### src/design/cwc_pkg.sv
// Shared constants for the congestion window controller.
package cwc_pkg;

    localparam logic [1:0] MODE_AIMD  = 2'd0;
    localparam logic [1:0] MODE_DELAY = 2'd1;
    localparam logic [1:0] MODE_TREND = 2'd2;

    localparam logic [1:0] REG_MODE      = 2'd0;
    localparam logic [1:0] REG_TICK      = 2'd1;
    localparam logic [1:0] REG_THRESHOLD = 2'd2;
    localparam logic [1:0] REG_DECREMENT = 2'd3;

    localparam logic KIND_ACK  = 1'b0;
    localparam logic KIND_SEND = 1'b1;

    localparam int SEQ_BITS  = 32;
    localparam int CFG_BITS  = 16;
    localparam int PROG_BITS = 17;
    localparam logic [PROG_BITS-1:0] PROG_MAX = {PROG_BITS{1'b1}};

    localparam logic [1:0]          RST_MODE      = MODE_TREND;
    localparam logic [CFG_BITS-1:0] RST_TICK      = 16'd20;
    localparam logic [CFG_BITS-1:0] RST_THRESHOLD = 16'd450;
    localparam logic [CFG_BITS-1:0] RST_DECREMENT = 16'd10;

    localparam int RST_CWND = 20;
    localparam int RST_RTT  = 50;
    localparam int RST_SUM  = 50;

endpackage

### src/design/congestion_window_controller_core.sv
// Congestion window controller: event stream in, window and timeout stream out.
// Each beat on the slave side is one send or ack event and yields exactly one beat on the
// master side carrying the window after that event and a retransmit timeout of twice the
// lowest RTT seen. One event is accepted per clock cycle unless the output stalls; it
// passes the input register, then the update logic feeding the result register. The state
// update's longest path is the RTT-trend mode: min-RTT compare, window gain and the
// multiply-by-reciprocal for the 7/10 or 9/10 periodic decrease. Four APB registers at
// byte addresses 0, 4, 8, 12 hold mode, tick_ms, delay_threshold_ms and delay_decrement;
// the user must write them only while idle, which the block itself does not enforce.
module congestion_window_controller_core
    import cwc_pkg::*;
#(
    parameter int WINDOW_BITS = 16,
    parameter int TIME_BITS   = 32,
    localparam int IN_DW      = SEQ_BITS + 2 * TIME_BITS,
    localparam int IN_DWB     = ((IN_DW + 7) / 8) * 8,
    localparam int OUT_DW     = WINDOW_BITS + TIME_BITS + 1,
    localparam int OUT_DWB    = ((OUT_DW + 7) / 8) * 8
) (
    input  logic               i_clk,
    input  logic               i_rst_n,

    input  logic               s_axis_tvalid,
    output logic               s_axis_tready,
    // seq_acked, send_time, ack_time
    input  logic [IN_DWB-1:0]  s_axis_tdata,
    // kind, was_timeout
    input  logic [1:0]         s_axis_tuser,

    output logic               m_axis_tvalid,
    input  logic               m_axis_tready,
    // window, timeout_value
    output logic [OUT_DWB-1:0] m_axis_tdata,

    input  logic               psel,
    input  logic               penable,
    input  logic               pwrite,
    input  logic [3:0]         paddr,
    input  logic [31:0]        pwdata,
    output logic [31:0]        prdata,
    output logic               pready
);

    localparam int SHIFT = WINDOW_BITS + 8;
    localparam int MW    = WINDOW_BITS + 9;
    localparam int PW    = WINDOW_BITS + MW;
    localparam int CMPW  = (WINDOW_BITS > PROG_BITS) ? WINDOW_BITS : PROG_BITS;
    localparam int DW    = (WINDOW_BITS > CFG_BITS) ? WINDOW_BITS : CFG_BITS;
    localparam logic [63:0]   RECIP = ((64'd1 << SHIFT) + 64'd9) / 64'd10;
    localparam logic [MW-1:0] MUL7  = MW'(RECIP * 64'd7);
    localparam logic [MW-1:0] MUL9  = MW'(RECIP * 64'd9);
    localparam logic [WINDOW_BITS-1:0] WIN_MAX = {WINDOW_BITS{1'b1}};
    localparam logic [TIME_BITS-1:0]   TIME_MAX = {TIME_BITS{1'b1}};

    logic [1:0]          r_mode;
    logic [CFG_BITS-1:0] r_tick_ms;
    logic [CFG_BITS-1:0] r_threshold;
    logic [CFG_BITS-1:0] r_decrement;

    logic                 r_in_valid;
    logic                 r_in_kind;
    logic                 r_in_timeout;
    logic [SEQ_BITS-1:0]  r_in_seq;
    logic [TIME_BITS-1:0] r_in_send;
    logic [TIME_BITS-1:0] r_in_ack;

    logic                   r_out_valid;
    logic [WINDOW_BITS-1:0] r_out_window;
    logic [TIME_BITS:0]     r_out_timeout;

    logic [WINDOW_BITS-1:0] r_cwnd,       n_cwnd;
    logic [PROG_BITS-1:0]   r_prog,       n_prog;
    logic [SEQ_BITS-1:0]    r_high_ack,   n_high_ack;
    logic [TIME_BITS-1:0]   r_tick_start, n_tick_start;
    logic [TIME_BITS-1:0]   r_lowest_rtt, n_lowest_rtt;
    logic [TIME_BITS-1:0]   r_last_sum,   n_last_sum;
    logic [TIME_BITS-1:0]   r_period_sum, n_period_sum;

    logic advance;
    logic cfg_write;

    logic [TIME_BITS-1:0]   rtt;
    logic                   seq_new;
    logic [PROG_BITS:0]     prog_sum;
    logic [PROG_BITS-1:0]   prog_sat;
    logic                   prog_full;
    logic [WINDOW_BITS:0]   cwnd_inc;
    logic [WINDOW_BITS-1:0] cwnd_plus1;
    logic [DW-1:0]          cwnd_ext;
    logic [DW-1:0]          dec_ext;
    logic [WINDOW_BITS-1:0] cwnd_dec;
    logic [TIME_BITS-1:0]   low_min;
    logic [1:0]             gain;
    logic [WINDOW_BITS:0]   cwnd_gain;
    logic [WINDOW_BITS-1:0] cwnd_grown;
    logic [PW-1:0]          prod;
    logic [WINDOW_BITS:0]   cwnd_cut;
    logic [WINDOW_BITS-1:0] cwnd_cut_sat;
    logic [TIME_BITS-1:0]   elapsed;
    logic                   tick;
    logic [TIME_BITS-1:0]   sum_base;
    logic [TIME_BITS:0]     sum_next;

    assign advance       = !r_out_valid || m_axis_tready;
    assign s_axis_tready = !r_in_valid || advance;
    assign m_axis_tvalid = r_out_valid;
    assign m_axis_tdata  = OUT_DWB'({r_out_timeout, r_out_window});
    assign pready        = 1'b1;
    assign cfg_write     = psel && penable && pwrite;

    always_comb begin
        unique case (paddr[3:2])
            REG_MODE:      prdata = 32'(r_mode);
            REG_TICK:      prdata = 32'(r_tick_ms);
            REG_THRESHOLD: prdata = 32'(r_threshold);
            REG_DECREMENT: prdata = 32'(r_decrement);
            default:       prdata = 32'd0;
        endcase
    end

    always_ff @(posedge i_clk) begin
        if (!i_rst_n) begin
            r_mode      <= RST_MODE;
            r_tick_ms   <= RST_TICK;
            r_threshold <= RST_THRESHOLD;
            r_decrement <= RST_DECREMENT;
        end else if (cfg_write) begin
            unique case (paddr[3:2])
                REG_MODE:      r_mode      <= pwdata[1:0];
                REG_TICK:      r_tick_ms   <= pwdata[CFG_BITS-1:0];
                REG_THRESHOLD: r_threshold <= pwdata[CFG_BITS-1:0];
                REG_DECREMENT: r_decrement <= pwdata[CFG_BITS-1:0];
                default: ;
            endcase
        end
    end

    assign rtt     = r_in_ack - r_in_send;
    assign seq_new = r_in_seq > r_high_ack;

    assign prog_sum   = {1'b0, r_prog} + ((r_mode == MODE_AIMD) ? (PROG_BITS+1)'(2)
                                                                : (PROG_BITS+1)'(1));
    assign prog_sat   = prog_sum[PROG_BITS] ? PROG_MAX : prog_sum[PROG_BITS-1:0];
    assign prog_full  = CMPW'(prog_sat) >= CMPW'(r_cwnd);
    assign cwnd_inc   = {1'b0, r_cwnd} + (WINDOW_BITS+1)'(1);
    assign cwnd_plus1 = cwnd_inc[WINDOW_BITS] ? WIN_MAX : cwnd_inc[WINDOW_BITS-1:0];

    assign cwnd_ext = DW'(r_cwnd);
    assign dec_ext  = DW'(r_decrement);
    assign cwnd_dec = (cwnd_ext > dec_ext) ? WINDOW_BITS'(cwnd_ext - dec_ext)
                                           : '0;

    assign low_min = (rtt < r_lowest_rtt) ? rtt : r_lowest_rtt;
    always_comb begin
        priority if (rtt <= r_lowest_rtt) begin
            gain = 2'd2;
        end else if ((rtt - r_lowest_rtt) <= (r_lowest_rtt >> 1)) begin
            gain = 2'd1;
        end else begin
            gain = 2'd0;
        end
    end
    assign cwnd_gain  = {1'b0, r_cwnd} + (WINDOW_BITS+1)'(gain);
    assign cwnd_grown = cwnd_gain[WINDOW_BITS] ? WIN_MAX : cwnd_gain[WINDOW_BITS-1:0];

    assign prod = PW'(cwnd_grown) * PW'((r_period_sum >= r_last_sum) ? MUL7 : MUL9);
    assign cwnd_cut     = {1'b0, prod[SHIFT+WINDOW_BITS-1:SHIFT]} + (WINDOW_BITS+1)'(1);
    assign cwnd_cut_sat = cwnd_cut[WINDOW_BITS] ? WIN_MAX : cwnd_cut[WINDOW_BITS-1:0];

    assign elapsed  = r_in_ack - r_tick_start;
    assign tick     = elapsed >= TIME_BITS'(r_tick_ms);
    assign sum_base = tick ? '0 : r_period_sum;
    assign sum_next = {1'b0, sum_base} + {1'b0, rtt};

    always_comb begin
        n_cwnd       = r_cwnd;
        n_prog       = r_prog;
        n_high_ack   = r_high_ack;
        n_tick_start = r_tick_start;
        n_lowest_rtt = r_lowest_rtt;
        n_last_sum   = r_last_sum;
        n_period_sum = r_period_sum;
        if (r_in_kind == KIND_ACK) begin
            if (seq_new) begin
                n_high_ack = r_in_seq;
            end
            unique case (r_mode)
                MODE_AIMD: begin
                    if (prog_full) begin
                        n_cwnd = cwnd_plus1;
                        n_prog = '0;
                    end else begin
                        n_prog = prog_sat;
                    end
                end
                MODE_DELAY: begin
                    if (rtt < TIME_BITS'(r_threshold) && seq_new) begin
                        if (prog_full) begin
                            n_cwnd = cwnd_plus1;
                            n_prog = '0;
                        end else begin
                            n_prog = prog_sat;
                        end
                    end else begin
                        n_cwnd = cwnd_dec;
                    end
                end
                MODE_TREND: begin
                    n_lowest_rtt = low_min;
                    n_cwnd       = tick ? cwnd_cut_sat : cwnd_grown;
                    if (tick) begin
                        n_tick_start = r_in_ack;
                        n_last_sum   = r_period_sum;
                    end
                    n_period_sum = sum_next[TIME_BITS] ? TIME_MAX : sum_next[TIME_BITS-1:0];
                end
                default: ;
            endcase
        end else if (r_mode == MODE_AIMD && r_in_timeout) begin
            n_cwnd = r_cwnd >> 1;
        end
    end

    always_ff @(posedge i_clk) begin
        if (!i_rst_n) begin
            r_in_valid <= 1'b0;
        end else if (s_axis_tready) begin
            r_in_valid <= s_axis_tvalid;
        end
    end

    always_ff @(posedge i_clk) begin
        if (s_axis_tready && s_axis_tvalid) begin
            r_in_kind    <= s_axis_tuser[0];
            r_in_timeout <= s_axis_tuser[1];
            r_in_seq     <= s_axis_tdata[SEQ_BITS-1:0];
            r_in_send    <= s_axis_tdata[SEQ_BITS +: TIME_BITS];
            r_in_ack     <= s_axis_tdata[SEQ_BITS+TIME_BITS +: TIME_BITS];
        end
    end

    always_ff @(posedge i_clk) begin
        if (!i_rst_n) begin
            r_cwnd       <= WINDOW_BITS'(RST_CWND);
            r_prog       <= '0;
            r_high_ack   <= '0;
            r_tick_start <= '0;
            r_lowest_rtt <= TIME_BITS'(RST_RTT);
            r_last_sum   <= TIME_BITS'(RST_SUM);
            r_period_sum <= '0;
        end else if (r_in_valid && advance) begin
            r_cwnd       <= n_cwnd;
            r_prog       <= n_prog;
            r_high_ack   <= n_high_ack;
            r_tick_start <= n_tick_start;
            r_lowest_rtt <= n_lowest_rtt;
            r_last_sum   <= n_last_sum;
            r_period_sum <= n_period_sum;
        end
    end

    always_ff @(posedge i_clk) begin
        if (!i_rst_n) begin
            r_out_valid <= 1'b0;
        end else if (advance) begin
            r_out_valid <= r_in_valid;
        end
    end

    always_ff @(posedge i_clk) begin
        if (r_in_valid && advance) begin
            r_out_window  <= n_cwnd;
            r_out_timeout <= {n_lowest_rtt, 1'b0};
        end
    end

    a_no_overrun: assert property (@(posedge i_clk) disable iff (!i_rst_n)
        (r_in_valid && r_out_valid && !m_axis_tready) |-> !s_axis_tready)
        else $error("input beat accepted while both stages are blocked");

    a_lowest_rtt_falls: assert property (@(posedge i_clk) disable iff (!i_rst_n)
        $past(i_rst_n) |-> (r_lowest_rtt <= $past(r_lowest_rtt)))
        else $error("lowest RTT increased");

    a_high_ack_rises: assert property (@(posedge i_clk) disable iff (!i_rst_n)
        $past(i_rst_n) |-> (r_high_ack >= $past(r_high_ack)))
        else $error("highest ack decreased");

    a_send_keeps_window: assert property (@(posedge i_clk) disable iff (!i_rst_n)
        (r_in_valid && advance && r_in_kind == KIND_SEND && r_mode != MODE_AIMD)
        |=> $stable(r_cwnd))
        else $error("send beat changed the window outside AIMD");

    a_idle_keeps_tick: assert property (@(posedge i_clk) disable iff (!i_rst_n)
        !(r_in_valid && advance) |=> $stable(r_tick_start))
        else $error("tick start moved without an event");

endmodule

### config.mk
export PLATFORM = sky130hd
export DESIGN_NAME = congestion_window_controller_core
export DESIGN_NICKNAME = d
export VERILOG_FILES = /design/src/design/cwc_pkg.sv /design/src/design/congestion_window_controller_core.sv
export SDC_FILE = /design/constraint.sdc
export NUM_CORES = 2
export LEC_CHECK = 0
export BUFFER_PORTS_ARGS = -buffer_cell sky130_fd_sc_hd__buf_2
export CAP_MARGIN = 15
export CORE_MARGIN = 2
export CORE_UTILIZATION = 50
export DETAILED_ROUTE_END_ITERATION = 6
export PLACE_DENSITY = 0.79
export SETUP_SLACK_MARGIN = 0.5
export SLEW_MARGIN = 20
export SYNTH_ARGS = -nofsm -noshare
export SYNTH_HDL_FRONTEND = slang
export SYNTH_SLANG_ARGS = --single-unit
### constraint.sdc
create_clock -name i_clk -period 17.1 [get_ports i_clk]
set_input_delay 1.71 -clock i_clk [delete_from_list [all_inputs] [get_ports i_clk]]
set_output_delay 1.71 -clock i_clk [all_outputs]
set_load 0.02 [all_outputs]
## Yosys cells after proc, flatten, opt, wreduce, memory -nomap -nowiden

Index checks and enable logic that the tools add are counted.

- Register bits: 391
- Input port bits: 141
- Output and inout port bits: 91
- Word-level logic and storage cells: 91

- $add $sub $neg: 9
- Multiply operators: 1
- Magnitude comparators: 9
- Eq/ne operators: 6
- Mux-type cells: 24
- Bitwise gates (word level): 1
- Reduce and logical (&&, ||, !) cells: 21

Operators with widths:

| cell | count |
|---|---|
| 2-to-1 mux 32 bit | 5 |
| 2-to-1 mux 16 bit | 9 |
| case mux 32 bit (4 select lines) | 1 |
| subtractor 32 bit | 3 |
| 2-to-1 mux 17 bit | 3 |
| case mux 16 bit (3 select lines) | 1 |
| multiplier 16 x 24 -> 40 bit | 1 |
| adder 16 x 1 -> 17 bit (second input constant) | 2 |
| case mux 17 bit (2 select lines) | 1 |
| adder 32 x 32 -> 33 bit | 1 |
| >= comparator 32 x 16 -> 1 bit | 1 |
| >= comparator 32 bit | 1 |
| greater-than comparator 32 bit | 1 |
| less-or-equal comparator 32 x 31 -> 1 bit | 1 |
| less-or-equal comparator 32 bit | 1 |
| < comparator 32 x 16 -> 1 bit | 1 |
| < comparator 32 bit | 1 |
| 2-to-1 mux 23 bit | 1 |
| adder 17 x 2 -> 18 bit | 1 |
| adder 16 x 2 -> 17 bit | 1 |
| >= comparator 17 x 16 -> 1 bit | 1 |
| greater-than comparator 16 bit | 1 |
| subtractor 16 bit | 1 |
| AND reduction 2 bit | 4 |
| other kinds (13) | 27 |

## Logic depth before layout (Yosys ltp)

- Depth after elaboration: 13
- Gate-level depth with buffers: 71
- Mapped depth without buffers: 70

## Least setup slack after synthesis

Ideal clock, no wire load.

- Kind: reg-to-reg
- From: register r_in_ack[0]
- To: register r_out_window[10], data pin
- Setup time: 0.271 ns
- Arrival time: 13.741 ns
- Data required time: 16.829 ns
- Path slack: 3.088 ns
- Stages on the path, launching flop included: 63
- Path buffers: 0
- Period minus slack after synthesis: 14.012 ns
- Cells stage by stage: edfxtp_1 > inv_1 > ha_1 > inv_1 > fa_1 > a21o_1 > a221oi_1 > or2_2 > nand2_1 > xor2_1 > ha_1 > a21o_1 > a21o_1 > a21o_1 > o31a_1 > a221oi_1 > a211o_1 > a31oi_1 > (+27 left out) > fa_1 > inv_1 > fa_1 > inv_1 > ha_1 > nand4_1 > nor2_1 > nand2_1 > or3_1 > a2111oi_2 > a211oi_1 > xnor2_1 > nand4_2 > nor2_4 > xnor2_1 > a221oi_1 > a2111oi_1 > nor2_1

- Longest elaborated chain between the ends: 13
- Elaborated cells on any way between the ends: 19
- Classes of those cells: add/sub: 5; mul: 1; order compare: 4; mux: 8; reduce/logical: 1

Ends and longest elaborated chain:

| element | line | RTL |
|---|---|---|
| start, declared | congestion_window_controller_core.sv:65 | `logic [TIME_BITS-1:0] r_in_ack;` |
| start signal, assigned | congestion_window_controller_core.sv:238 | `r_in_ack <= s_axis_tdata[SEQ_BITS+TIME_BITS +: TIME_BITS];` |
| subtractor 32 bit | congestion_window_controller_core.sv:138 | `assign rtt = r_in_ack - r_in_send;` |
| subtractor 32 bit | congestion_window_controller_core.sv:157 | `end else if ((rtt - r_lowest_rtt) <= (r_lowest_rtt >> 1)) begin` |
| less-or-equal comparator 32 x 31 -> 1 bit | congestion_window_controller_core.sv:157 |  |
| 2-to-1 mux 1 bit | congestion_window_controller_core.sv:157 |  |
| 2-to-1 mux 2 bit | congestion_window_controller_core.sv:155 | `priority if (rtt <= r_lowest_rtt) begin` |
| adder 16 x 2 -> 17 bit | congestion_window_controller_core.sv:163 | `assign cwnd_gain = {1'b0, r_cwnd} + (WINDOW_BITS+1)'(gain);` |
| 2-to-1 mux 16 bit | congestion_window_controller_core.sv:164 | `assign cwnd_grown = cwnd_gain[WINDOW_BITS] ? WIN_MAX : cwnd_gain[WINDOW_BITS-1:0];` |
| multiplier 16 x 24 -> 40 bit | congestion_window_controller_core.sv:166 | `assign prod = PW'(cwnd_grown) * PW'((r_period_sum >= r_last_sum) ? MUL7 : MUL9);` |
| adder 16 x 1 -> 17 bit | congestion_window_controller_core.sv:167 | `assign cwnd_cut = {1'b0, prod[SHIFT+WINDOW_BITS-1:SHIFT]} + (WINDOW_BITS+1)'(1);` |
| 2-to-1 mux 16 bit | congestion_window_controller_core.sv:168 | `assign cwnd_cut_sat = cwnd_cut[WINDOW_BITS] ? WIN_MAX : cwnd_cut[WINDOW_BITS-1:0];` |
| 2-to-1 mux 16 bit | congestion_window_controller_core.sv:210 | `n_cwnd = tick ? cwnd_cut_sat : cwnd_grown;` |
| case mux 16 bit (3 select lines) * | congestion_window_controller_core.sv:187 | `unique case (r_mode)` |
| 2-to-1 mux 16 bit * | congestion_window_controller_core.sv:183 | `if (r_in_kind == KIND_ACK) begin` |
| net n_cwnd[10] | congestion_window_controller_core.sv:71 | `logic [WINDOW_BITS-1:0] r_cwnd, n_cwnd;` |
| end signal, assigned | congestion_window_controller_core.sv:272 | `r_out_window <= n_cwnd;` |
| end, declared | congestion_window_controller_core.sv:68 | `logic [WINDOW_BITS-1:0] r_out_window;` |

The timed path passes the listed nets; every way through them passes the cells marked *.
A chain may end at the register's enable or synchronous reset.

## Worst setup path after layout

Same ends and word-level chain as after synthesis.

==> impl_metrics.json <==
{
  "n_antenna_cell": 0,
  "crit_type": "register to register",
  "portBuffers": 188,
  "path_max_fanout": 11,
  "finalNetCount": 5073,
  "synth_top_area_share_pct": 14.8,
  "place_congestion": 0.978,
  "yosysWarnings": 0,
  "top_level_ports": 232,
  "wirelength_um": 97300,
  "viasPerCell": 5.70,
  "finalMaxSlewViolations": 0,
  "synth_seq_cells": 391,
  "grt_overflow": 0,
  "fp.dieW_um": 271,
  "dp_cells": 5246,
  "clk_pin_slew_ns": 0.06,
  "ys_top_cells_by_area": "ha_1, dfxtp_1, edfxtp_1",
  "synth.distinct_cells": 104,
  "clock_path_buffers": 3,
  "post-cts-setup-buffers": 0,
  "period_minus_slack_ns": 15.60,
  "synthFlopType": "dfxtp_1",
  "reg2reg_slack_ns": 1.50,
  "rsz0062_at_grt": "no",
  "yosysTopAreaCell": "ha_1",
  "fin_crit_sh_pct": 91.2,
  "ff2ff_path_depth": 66,
  "utilization_pct": 55.0,
  "cts_inserted_buffers": 42,
  "initial_core_util_pct": 50.3,
  "final-hold-violation-count": 0,
  "clock_skew_ns": 0.0227,
  "regToRegEndpoint": "r_out_window[10]",
  "max_stage_delay_ns": 0.56,
  "maxCapViolations": 0,
  "whs_ns": 0.455,
  "die_height_um": 271,
  "antenna_found_initial": 2,
  "dieArea_sq_um": 73700,
  "synth-edff-count": 146,
  "min_from": "r_last_sum[29]",
  "dp_hpwl_um": 77300,
  "via_count": 30357,
  "yosysSeqAreaShare_pct": 26.0,
  "cp_slowest_cell": "fa_1",
  "drc": 0,
  "num_rows": 98,
  "worst_setup_path_start_kind": "register",
  "cpMostUsedCell": "a21o_1",
  "worst_slew_pin_slew_ns": 1.11,
  "finalSetupTns_ns": 0,
  "area_growth_pct": 9.43,
  "setup_viol_count_final": 0,
  "final_cell_count_no_fill": 5324,
  "grt_max_degree": 93,
  "first_pass_iters": 6,
  "root_buffer": "clkbuf_16",
  "first_global_vias": 29550,
  "grt_usage_pct": 26.1,
  "clkSinkCount": 391,
  "status": "completed",
  "drtIter0Drc": 2651,
  "slew_headroom_pct": 25.9,
  "hp-class": "register to register",
  "startpoint": "r_in_ack[0]",
  "avgSynthCellArea_sq_um": 8.53,
  "wire_per_inst_um": 18.3,
  "core-area_sq_um": 71100,
  "cts_tree": "done",
  "cp.required_ns": 17.41,
  "endpoint_kind": "register",
  "critical_path.endpoint": "r_out_window[10]",
  "clock.fmax_mhz": 64.1,
  "postSynthCellCount": 4190,
  "r2r-start": "r_in_ack[0]",
  "synthesis.area_sq_um": 35800,
  "ant_nets": 0,
  "ctsHtreeMaxLevel": 2,
  "cp_data_arrival_time_ns": 15.91,
  "async_flop_share_pct": 0,
  "grt_pass1_wl_um": 156000,
  "drive_gt1_share_pct": 9.79,
  "clk_latency_ns": 0.58
}
-- layout by cell type, fill, tap and decap left out, drive strengths merged, types with 58 or more instances in the layout --
cell type	synthesis	final
a21oi	251	251
nor2b	71	71
buf	57	253
nor3	64	64
nor2	222	222
nand2	478	478
edfxtp	146	146
clkbuf	125	58
nand3	87	87
inv	569	576
a21boi	142	142
nand4	64	64
xnor2	110	110
a21o	90	90
ha	422	422
dfxtp	245	245
o21ai	188	188
fa	170	170
-- per-layer routing --
layer	wire length, um	share of wire, %	track usage (%)
met1	40700	42	33.0
met2	46900	48	45.5
met3	5450	5.6	3.03
met4	4180	4.3	10.2
met5	0	0	0
-- cell families after synthesis --
| kind of cell | Yosys count | share of synthesized area, % |
|---|---|---|
| compound gates | 1015 | 19.2 |
| xor+xnor | 156 | 3.84 |
| fa+ha+maj | 592 | 24.3 |
| buf+inv | 752 | 8.27 |
| flops | 391 | 26.0 |
| mux | 66 | 2.00 |
| other cells | 2 | 0.0210 |
| simple gates | 1216 | 16.4 |
-- repair_timing --
item | CTS | global route
resized for setup | 0 | 9
hold buffers | 0 | 0
endpoints found under the setup margin | 0 | 32
-- critical path, delay by kind of cell (launching register included) --
family	cells	cell delay [ns]
fa+ha+maj	12	5.05
compound gates	24	4.85
xor+xnor	5	1.03
simple gates	15	2.79
buf+inv	10	1.21
flops	1	0.40
-- state kept, by name, summed over array words and instances (netlist names), 17 cells and up --
name and flops:
r_tick_start 32, r_lowest_rtt 32, r_in_send 32, r_in_seq 32, r_prog 17, r_last_sum 32
r_high_ack 32, r_in_ack 32, r_out_timeout 32, r_period_sum 32
-- Yosys cell counts (all sizes together) (90+ instances only) --
cell type and n:
clkbuf 125, edfxtp 146, nor2 222, a21boi 142
xnor2 110, o21ai 188, dfxtp 245, ha 422
a21o 90, fa 170, nand2 478, a21oi 251
inv 569
-- worst min-delay path by stage --
stage	endpoint	slack, ns	depth (start not counted)
after CTS	r_tick_start[5]	0.46	2
final	r_last_sum[29]	0.45	2
after global placement	r_last_sum[30]	0.44	2
after global routing	r_tick_start[5]	0.48	2
after detailed placement	r_tick_start[5]	0.45	2
after floorplan	r_last_sum[28]	0.44	2
-- final cells by class --
cell class	instances	area, sq um
Multi-Input combinational cell	3082	23700
Fill cell	6388	32000
Clock inverter	20	165
Clock buffer	58	1190
Sequential cell	391	9290
Timing Repair Buffer	253	1450
Tap cell	950	1190
Inverter	570	2140
-- metrics by stage --
stage	worst slack, ns	cell area (sq um)
final	1.50	39100
after global routing	0.569	39100
after CTS	1.15	39100
after detailed placement	1.27	37700
after global placement	1.36	37700
after floorplan	3.09	35900
Power is not shown: default switching activity piles up to over one toggle a cycle in this logic, so the estimate is an artifact.
